==> src/rtl/ws281x_pixel_bit_encoder_defines.svh <==
// Assertion macros shared by the pixel encoder RTL.
`ifndef WS281X_PIXEL_BIT_ENCODER_DEFINES_SVH
`define WS281X_PIXEL_BIT_ENCODER_DEFINES_SVH

// Same-cycle implication, disabled while reset is high.
`define WSPBE_ASSERT_IMP(name, clk, rst, ante, cons) \
   name: assert property (@(posedge clk) disable iff (rst) (ante) |-> (cons)) \
      else $error("pixel encoder: same-cycle check failed");

// Next-cycle implication, disabled while reset is high.
`define WSPBE_ASSERT_NEXT(name, clk, rst, ante, cons) \
   name: assert property (@(posedge clk) disable iff (rst) (ante) |=> (cons)) \
      else $error("pixel encoder: next-cycle check failed");

`endif

==> src/rtl/wspbe_pkg.sv <==
`timescale 1ns / 1ps
`default_nettype none

package wspbe_pkg;

   // One input item: a pixel as three intensity bytes.
   typedef struct packed {
      logic [7:0] red;
      logic [7:0] green;
      logic [7:0] blue;
   } pixel_type;

   // One result item: three encoded channel words in output order.
   typedef struct packed {
      logic [31:0] first_word;
      logic [31:0] second_word;
      logic [31:0] third_word;
   } words_type;

   // Control shared by the scaling lanes.
   typedef struct packed {
      logic       advance;
      logic [7:0] percent;
   } lane_ctrl_type;

   // Channel orders; codes six and seven fall back to RGB.
   typedef enum logic [2:0] {
      ORDER_RGB = 3'd0,
      ORDER_BGR = 3'd1,
      ORDER_BRG = 3'd2,
      ORDER_GBR = 3'd3,
      ORDER_GRB = 3'd4,
      ORDER_RBG = 3'd5
   } order_type;

   // Register indexes on the write port.
   localparam logic CSR_COLOR_ORDER   = 1'b0;
   localparam logic CSR_POWER_PERCENT = 1'b1;

   localparam logic [7:0] FULL_SCALE      = 8'd100;
   localparam logic [7:0] RESET_PERCENT   = 8'd100;
   localparam logic [3:0] CODE_ONE        = 4'b1100;
   localparam logic [3:0] CODE_ZERO       = 4'b1000;

   // x / 100 equals (x * 5243) >> 19 for every x below 43690.
   localparam logic [12:0] RECIP_100      = 13'd5243;
   localparam int          RECIP_SHIFT    = 19;

endpackage

`default_nettype wire

==> src/rtl/ws281x_pixel_bit_encoder.sv <==
`timescale 1ns / 1ps
`default_nettype none
// Channel    | Ports                              | Direction
// request    | req_valid, req_stall, req_data     | pixel items in
// response   | rsp_valid, rsp_stall, rsp_data     | encoded word items out
// register   | csr_we, csr_index, csr_wdata       | configuration writes
//
// One pixel is accepted per cycle unless the response is stalled; each item passes through
// the two multiplier stages of its lane and then the output register.
// Reset is synchronous and clears the valid bits and the configuration registers to their defaults.
// A stalled response freezes the whole pipeline, and req_stall follows it in the same cycle.

`include "ws281x_pixel_bit_encoder_defines.svh"

module ws281x_pixel_bit_encoder
   import wspbe_pkg::*;
(
   input  wire logic       clock,
   input  wire logic       reset,
   input  wire logic       req_valid,
   output logic            req_stall,
   input  wire pixel_type  req_data,
   output logic            rsp_valid,
   input  wire logic       rsp_stall,
   output words_type       rsp_data,
   input  wire logic       csr_we,
   input  wire logic       csr_index,
   input  wire logic [7:0] csr_wdata
);

   logic [2:0]    order_ff;
   logic [7:0]    percent_ff;
   logic          v1_ff, v2_ff, rsp_valid_ff;
   words_type     rsp_data_ff;
   words_type     merged;
   lane_ctrl_type ctrl;
   logic          advance;
   logic [7:0]    red_s, green_s, blue_s;

   // The pipeline moves whenever the output register is free or being taken.
   assign advance      = !rsp_valid_ff || !rsp_stall;
   assign ctrl.advance = advance;
   assign ctrl.percent = percent_ff;
   assign req_stall    = !advance;

   // Configuration registers.
   always_ff @(posedge clock) begin
      if (reset) begin
         order_ff   <= ORDER_RGB;
         percent_ff <= RESET_PERCENT;
      end else if (csr_we) begin
         if (csr_index == CSR_COLOR_ORDER) begin
            order_ff <= csr_wdata[2:0];
         end else begin
            percent_ff <= csr_wdata;
         end
      end
   end

   // One scaling lane per color channel.
   wspbe_scale_lane u_lane_red (
      .clock   (clock),
      .ctrl    (ctrl),
      .channel (req_data.red),
      .scaled  (red_s)
   );

   wspbe_scale_lane u_lane_green (
      .clock   (clock),
      .ctrl    (ctrl),
      .channel (req_data.green),
      .scaled  (green_s)
   );

   wspbe_scale_lane u_lane_blue (
      .clock   (clock),
      .ctrl    (ctrl),
      .channel (req_data.blue),
      .scaled  (blue_s)
   );

   // Reorder and expand the lane results.
   wspbe_merge u_merge (
      .color_order (order_ff),
      .red         (red_s),
      .green       (green_s),
      .blue        (blue_s),
      .words       (merged)
   );

   // Valid bits that follow the items through the lanes.
   always_ff @(posedge clock) begin
      if (reset) begin
         v1_ff        <= 1'b0;
         v2_ff        <= 1'b0;
         rsp_valid_ff <= 1'b0;
      end else if (advance) begin
         v1_ff        <= req_valid;
         v2_ff        <= v1_ff;
         rsp_valid_ff <= v2_ff;
      end
   end

   // Output register.
   always_ff @(posedge clock) begin
      if (advance) begin
         rsp_data_ff <= merged;
      end
   end

   assign rsp_valid = rsp_valid_ff;
   assign rsp_data  = rsp_data_ff;

   `WSPBE_ASSERT_IMP(a_stall_only_backpressure, clock, reset, req_stall, rsp_valid && rsp_stall)
   `WSPBE_ASSERT_NEXT(a_accept_fills_first, clock, reset, req_valid && !req_stall, v1_ff)
   `WSPBE_ASSERT_NEXT(a_first_to_second, clock, reset, v1_ff && advance, v2_ff)
   `WSPBE_ASSERT_NEXT(a_second_to_output, clock, reset, v2_ff && advance, rsp_valid)
   `WSPBE_ASSERT_NEXT(a_held_while_stalled, clock, reset, rsp_valid && rsp_stall, rsp_valid)

endmodule

`default_nettype wire

==> src/rtl/wspbe_scale_lane.sv <==
`timescale 1ns / 1ps
`default_nettype none

module wspbe_scale_lane
   import wspbe_pkg::*;
(
   input  wire logic          clock,
   input  wire lane_ctrl_type ctrl,
   input  wire logic [7:0]    channel,
   output logic [7:0]         scaled
);

   logic [15:0] prod_ff, prod_in;
   logic [7:0]  raw_ff, raw_in;
   logic [7:0]  scaled_ff, scaled_in;
   logic [28:0] quot_full;

   // First stage: channel times percent.
   always_comb begin
      prod_in = channel * ctrl.percent;
      raw_in  = channel;
   end

   // Second stage: divide by one hundred through the reciprocal, or bypass.
   always_comb begin
      quot_full = prod_ff * RECIP_100;
      if (ctrl.percent < FULL_SCALE) begin
         scaled_in = quot_full[RECIP_SHIFT +: 8];
      end else begin
         scaled_in = raw_ff;
      end
   end

   always_ff @(posedge clock) begin
      if (ctrl.advance) begin
         prod_ff   <= prod_in;
         raw_ff    <= raw_in;
         scaled_ff <= scaled_in;
      end
   end

   assign scaled = scaled_ff;

endmodule

`default_nettype wire

==> src/rtl/wspbe_merge.sv <==
`timescale 1ns / 1ps
`default_nettype none

module wspbe_merge
   import wspbe_pkg::*;
(
   input  wire logic [2:0] color_order,
   input  wire logic [7:0] red,
   input  wire logic [7:0] green,
   input  wire logic [7:0] blue,
   output words_type       words
);

   logic [7:0] c0, c1, c2;

   // Bit i of the byte becomes nibble i of the word.
   function automatic logic [31:0] expand_byte(input logic [7:0] b);
      logic [31:0] w;
      w = '0;
      for (int i = 0; i < 8; i++) begin
         w[4*i +: 4] = b[i] ? CODE_ONE : CODE_ZERO;
      end
      return w;
   endfunction

   // Put the lane results into the configured channel order.
   always_comb begin
      case (order_type'(color_order))
         ORDER_BGR: begin c0 = blue;  c1 = green; c2 = red;   end
         ORDER_BRG: begin c0 = blue;  c1 = red;   c2 = green; end
         ORDER_GBR: begin c0 = green; c1 = blue;  c2 = red;   end
         ORDER_GRB: begin c0 = green; c1 = red;   c2 = blue;  end
         ORDER_RBG: begin c0 = red;   c1 = blue;  c2 = green; end
         default:   begin c0 = red;   c1 = green; c2 = blue;  end
      endcase
   end

   // Expand each ordered byte into its serializer word.
   always_comb begin
      words.first_word  = expand_byte(c0);
      words.second_word = expand_byte(c1);
      words.third_word  = expand_byte(c2);
   end

endmodule

`default_nettype wire

==> config.mk <==
export PLATFORM = sky130hd
export DESIGN_NAME = ws281x_pixel_bit_encoder
export DESIGN_NICKNAME = d
export VERILOG_FILES = /design/src/rtl/wspbe_pkg.sv /design/src/rtl/ws281x_pixel_bit_encoder.sv /design/src/rtl/wspbe_scale_lane.sv /design/src/rtl/wspbe_merge.sv
export VERILOG_INCLUDE_DIRS = /design/src /design/src/rtl
export SDC_FILE = /design/constraint.sdc
export NUM_CORES = 1
export LEC_CHECK = 0
export BUFFER_PORTS_ARGS = -buffer_cell sky130_fd_sc_hd__clkbuf_2
export CAP_MARGIN = 20
export CORE_MARGIN = 5
export CORE_UTILIZATION = 50
export CTS_CLUSTER_DIAMETER = 100
export CTS_CLUSTER_SIZE = 14
export DETAILED_ROUTE_END_ITERATION = 10
export PLACE_DENSITY = 0.75
export RECOVER_POWER = 25
export SKIP_CTS_REPAIR_TIMING = 1
export SKIP_LAST_GASP = 1
export SYNTH_ARGS = -nofsm -noshare
export SYNTH_HDL_FRONTEND = slang
export SYNTH_HIERARCHICAL = 1
export SYNTH_SLANG_ARGS = --single-unit
export TNS_END_PERCENT = 1
==> constraint.sdc <==
create_clock -name clock -period 5 [get_ports clock]
set_input_delay 0.25 -clock clock [delete_from_list [all_inputs] [get_ports clock]]
set_output_delay 0.25 -clock clock [all_outputs]
set_load 0.01 [all_outputs]
==> flow_summary.yaml <==
outcome:
  status: "finished with violations"
  violations: "capacitance limit, slew limit, setup timing"
yosys:
  syn_area_um2: 25400
  ys.flop_type: "edfxtp_1"
  synth_edf_count: 192
  syn_area_per_cell_um2: 10.7
  syn_inst: 2388
  synth.top_cell.area_share_pct: 26.0
  async_flop_share_pct: 0
  yosys.cell_types.count: 87
  yosys_warnings: 6
  ys_ff_latch: 206
  yosysTopAreaCell: "fa_1"
  ys_seq_area_share_pct: 23.8
  synth_area_leaders: "fa_1 (26%), edfxtp_1 (23%), ha_1 (20%), inv_1 (8.5%), and2_1 (2.6%)"
timing:
  setup_viol: 8
  post-route-period-util_pct: 103
  maxSlewHeadroom_pct: -43.0
  clock.fmax_mhz: 194
  hold_viol_final: 0
  period_needed_ns: 5.16
  fin_ws_ns: -0.164
  report.final.slew_viol_count: 44
  rsz0062_at_grt: "true"
  worst_pin_slew_ns: 2.15
  whs_ns: 0.00879
  finClkSkew_ns: 0.0241
die:
  num_io_pins: 136
  rows: 82
  coreArea_um2: 50300
  die_h_um: 236
  fp.dieW_um: 236
  die_area_um2: 55500
  start_util_pct: 50.6
detailed_routing:
  dr.pass1.iters: 6
  ant_nets: 0
  wl_per_cell_um: 16.2
  vias: 16664
  drtIter0Drc: 949
  wl_um: 53100
  avgViaCountPerCell: 5.08
  remaining_drc_errors: 0
critical_path:
  cp.required_ns: 5.26
  crit-reg2reg-launch: "u_lane_blue/prod_ff[11]"
  cp-end-kind: "flip-flop"
  reg2reg_setup_slack_ns: -0.16
  worstSetupPathType: "reg2reg"
  crit_fanout: 6
  startpoint_type: "flip-flop"
  r2r_cells: 16
  cp.arrival_ns: 5.42
  r2r-end: "u_lane_blue/scaled[6]"
final_layout:
  final_common_cell: "inv_1"
  fill_cells: 4375
  final_cell_mix: "inv_1 (577), ha_1 (396), fa_1 (330), edfxtp_1 (192), nand2_1 (151)"
  layout.nets: 3368
  final_layout_size_suffix_gt1_share_pct: 8.28
  area_growth_pct: 9.04
clock_network:
  cts.root.buffer_cell: "clkbuf_16"
  clock-sinks: 206
  cts_tree: "yes"
  clkTransAtPathRegs_ns: 0.07
  h-tree-depth: 1
  clock_latency_ns: 0.53
  clk_path_buf_depth: 3
  numCtsBuffers: 19
flow_run:
  cap_violations: 1
global_route:
  grt_start_max_net_pins: 107
  grt.overflow.total: 0
  grt_usage_pct: 19.3
  grt_pass1_vias: 18200
  antenna_found_initial: 0
  grt_pass1_wl_um: 89700
worst_hold_path:
  hold_path_depth: 3
  holdCritPathClass: "in2reg"
  min_to: "v2_ff"
  hp-start: "rsp_stall"
placed_design:
  hpwlAfterDp_um: 44800
  numPortBuffers: 135
  gp_congestion: 0.935
cells in the mapped netlist, types with 23 or more instances:
library cell	instances
inv_1	579
ha_1	402
fa_1	330
edfxtp_1	192
nand2_1	151
and2_1	105
buf_4	78
a21oi_1	61
xnor2_1	43
nor2_1	38
o21ai_0	35
o21ai_1	24
and3_1	23
mux2i_1	23
layout make-up:
type,instances,area (µm²),share of cell area (%)
Clock inverter,4,33.8,0.122
Antenna cell,1,2.50,0.00902
Multi-Input combinational cell,1564,16800,60.6
Tap cell,672,841,3.03
Clock buffer,27,505,1.82
Timing Repair Buffer,227,1310,4.71
Inverter,580,2190,7.91
Sequential cell,206,6050,21.8
cells by family after synthesis:
family,count (synthesis),synth area share [%]
buffers and inverters,688,11.5
other,2,0.0295
AOI/OAI and AO/OA,249,6.86
adders and majority gates,732,45.7
xor gates and xnor gates,59,2.11
muxes,30,1.22
and+or+nand+nor,422,8.74
DFF,206,23.8
layer usage:
layer  GRT usage [%]  wire length [µm]  vias up
met3            3.21              2540       90
met5               0                 0        -
met2            33.8             26400      384
met1            25.2             22700     8203
met4            4.82              1490        0
li1                -                 -     7987
registers in the layout (all words and copies together) (netlist names):
| register | flops |
|---|---|
| u_lane_blue/raw_ff | 8 |
| u_lane_blue/scaled | 8 |
| order_ff | 3 |
| v1_ff | 1 |
| rsp_valid | 1 |
| u_lane_green/scaled | 8 |
| rsp_data | 96 |
| u_lane_blue/prod_ff | 16 |
| u_lane_green/prod_ff | 16 |
| percent_ff | 8 |
| u_lane_red/prod_ff | 16 |
| u_lane_red/scaled | 8 |
| u_lane_green/raw_ff | 8 |
| v2_ff | 1 |
| u_lane_red/raw_ff | 8 |
per-stage QoR:
step	cell area [µm²]	cells	utilization, %	worst slack, ns	setup TNS, ns
2_1_floorplan	25700	2458	-	0.00164	0
3_3_place_gp	27200	3243	54.1	-0.119	-0.219
3_5_place_dp	27200	3243	54.1	-0.162	-0.589
4_1_cts	27800	3274	55.2	-0.178	-0.717
5_1_grt	27700	3280	55.2	-0.325	-5.79
6_report	27700	3281	55.2	-0.164	-0.641
critical path: stages, from the launching register on:
cell      delay [ns]
edfxtp_1        0.53
buf_6           0.18
ha_4            0.22
fa_1            0.51
fa_1            0.52
fa_1            0.55
inv_1           0.05
fa_1            0.48
inv_1           0.07
ha_4            0.26
and4_4          0.21
nand2_1         0.06
or4b_4          0.51
a21oi_4         0.20
o41ai_4         0.09
nor4bb_1        0.14
or3_1           0.32
worst max path at each step:
stage,start,end,slack (ns),cells past startpoint
after floorplan,u_lane_blue/prod_ff[13],u_lane_blue/scaled[6],0.002,17
after global placement,u_lane_blue/prod_ff[9],u_lane_blue/scaled[6],-0.12,16
after detailed placement,u_lane_blue/prod_ff[9],u_lane_blue/scaled[6],-0.16,16
after CTS,u_lane_blue/prod_ff[11],u_lane_blue/scaled[6],-0.18,15
after global routing,u_lane_blue/prod_ff[11],u_lane_blue/scaled[6],-0.32,16
final,u_lane_blue/prod_ff[11],u_lane_blue/scaled[6],-0.16,16
Power is left out: the tool's default activity adds up to more than one toggle a clock period on the data nets, which glitch-free logic cannot reach.
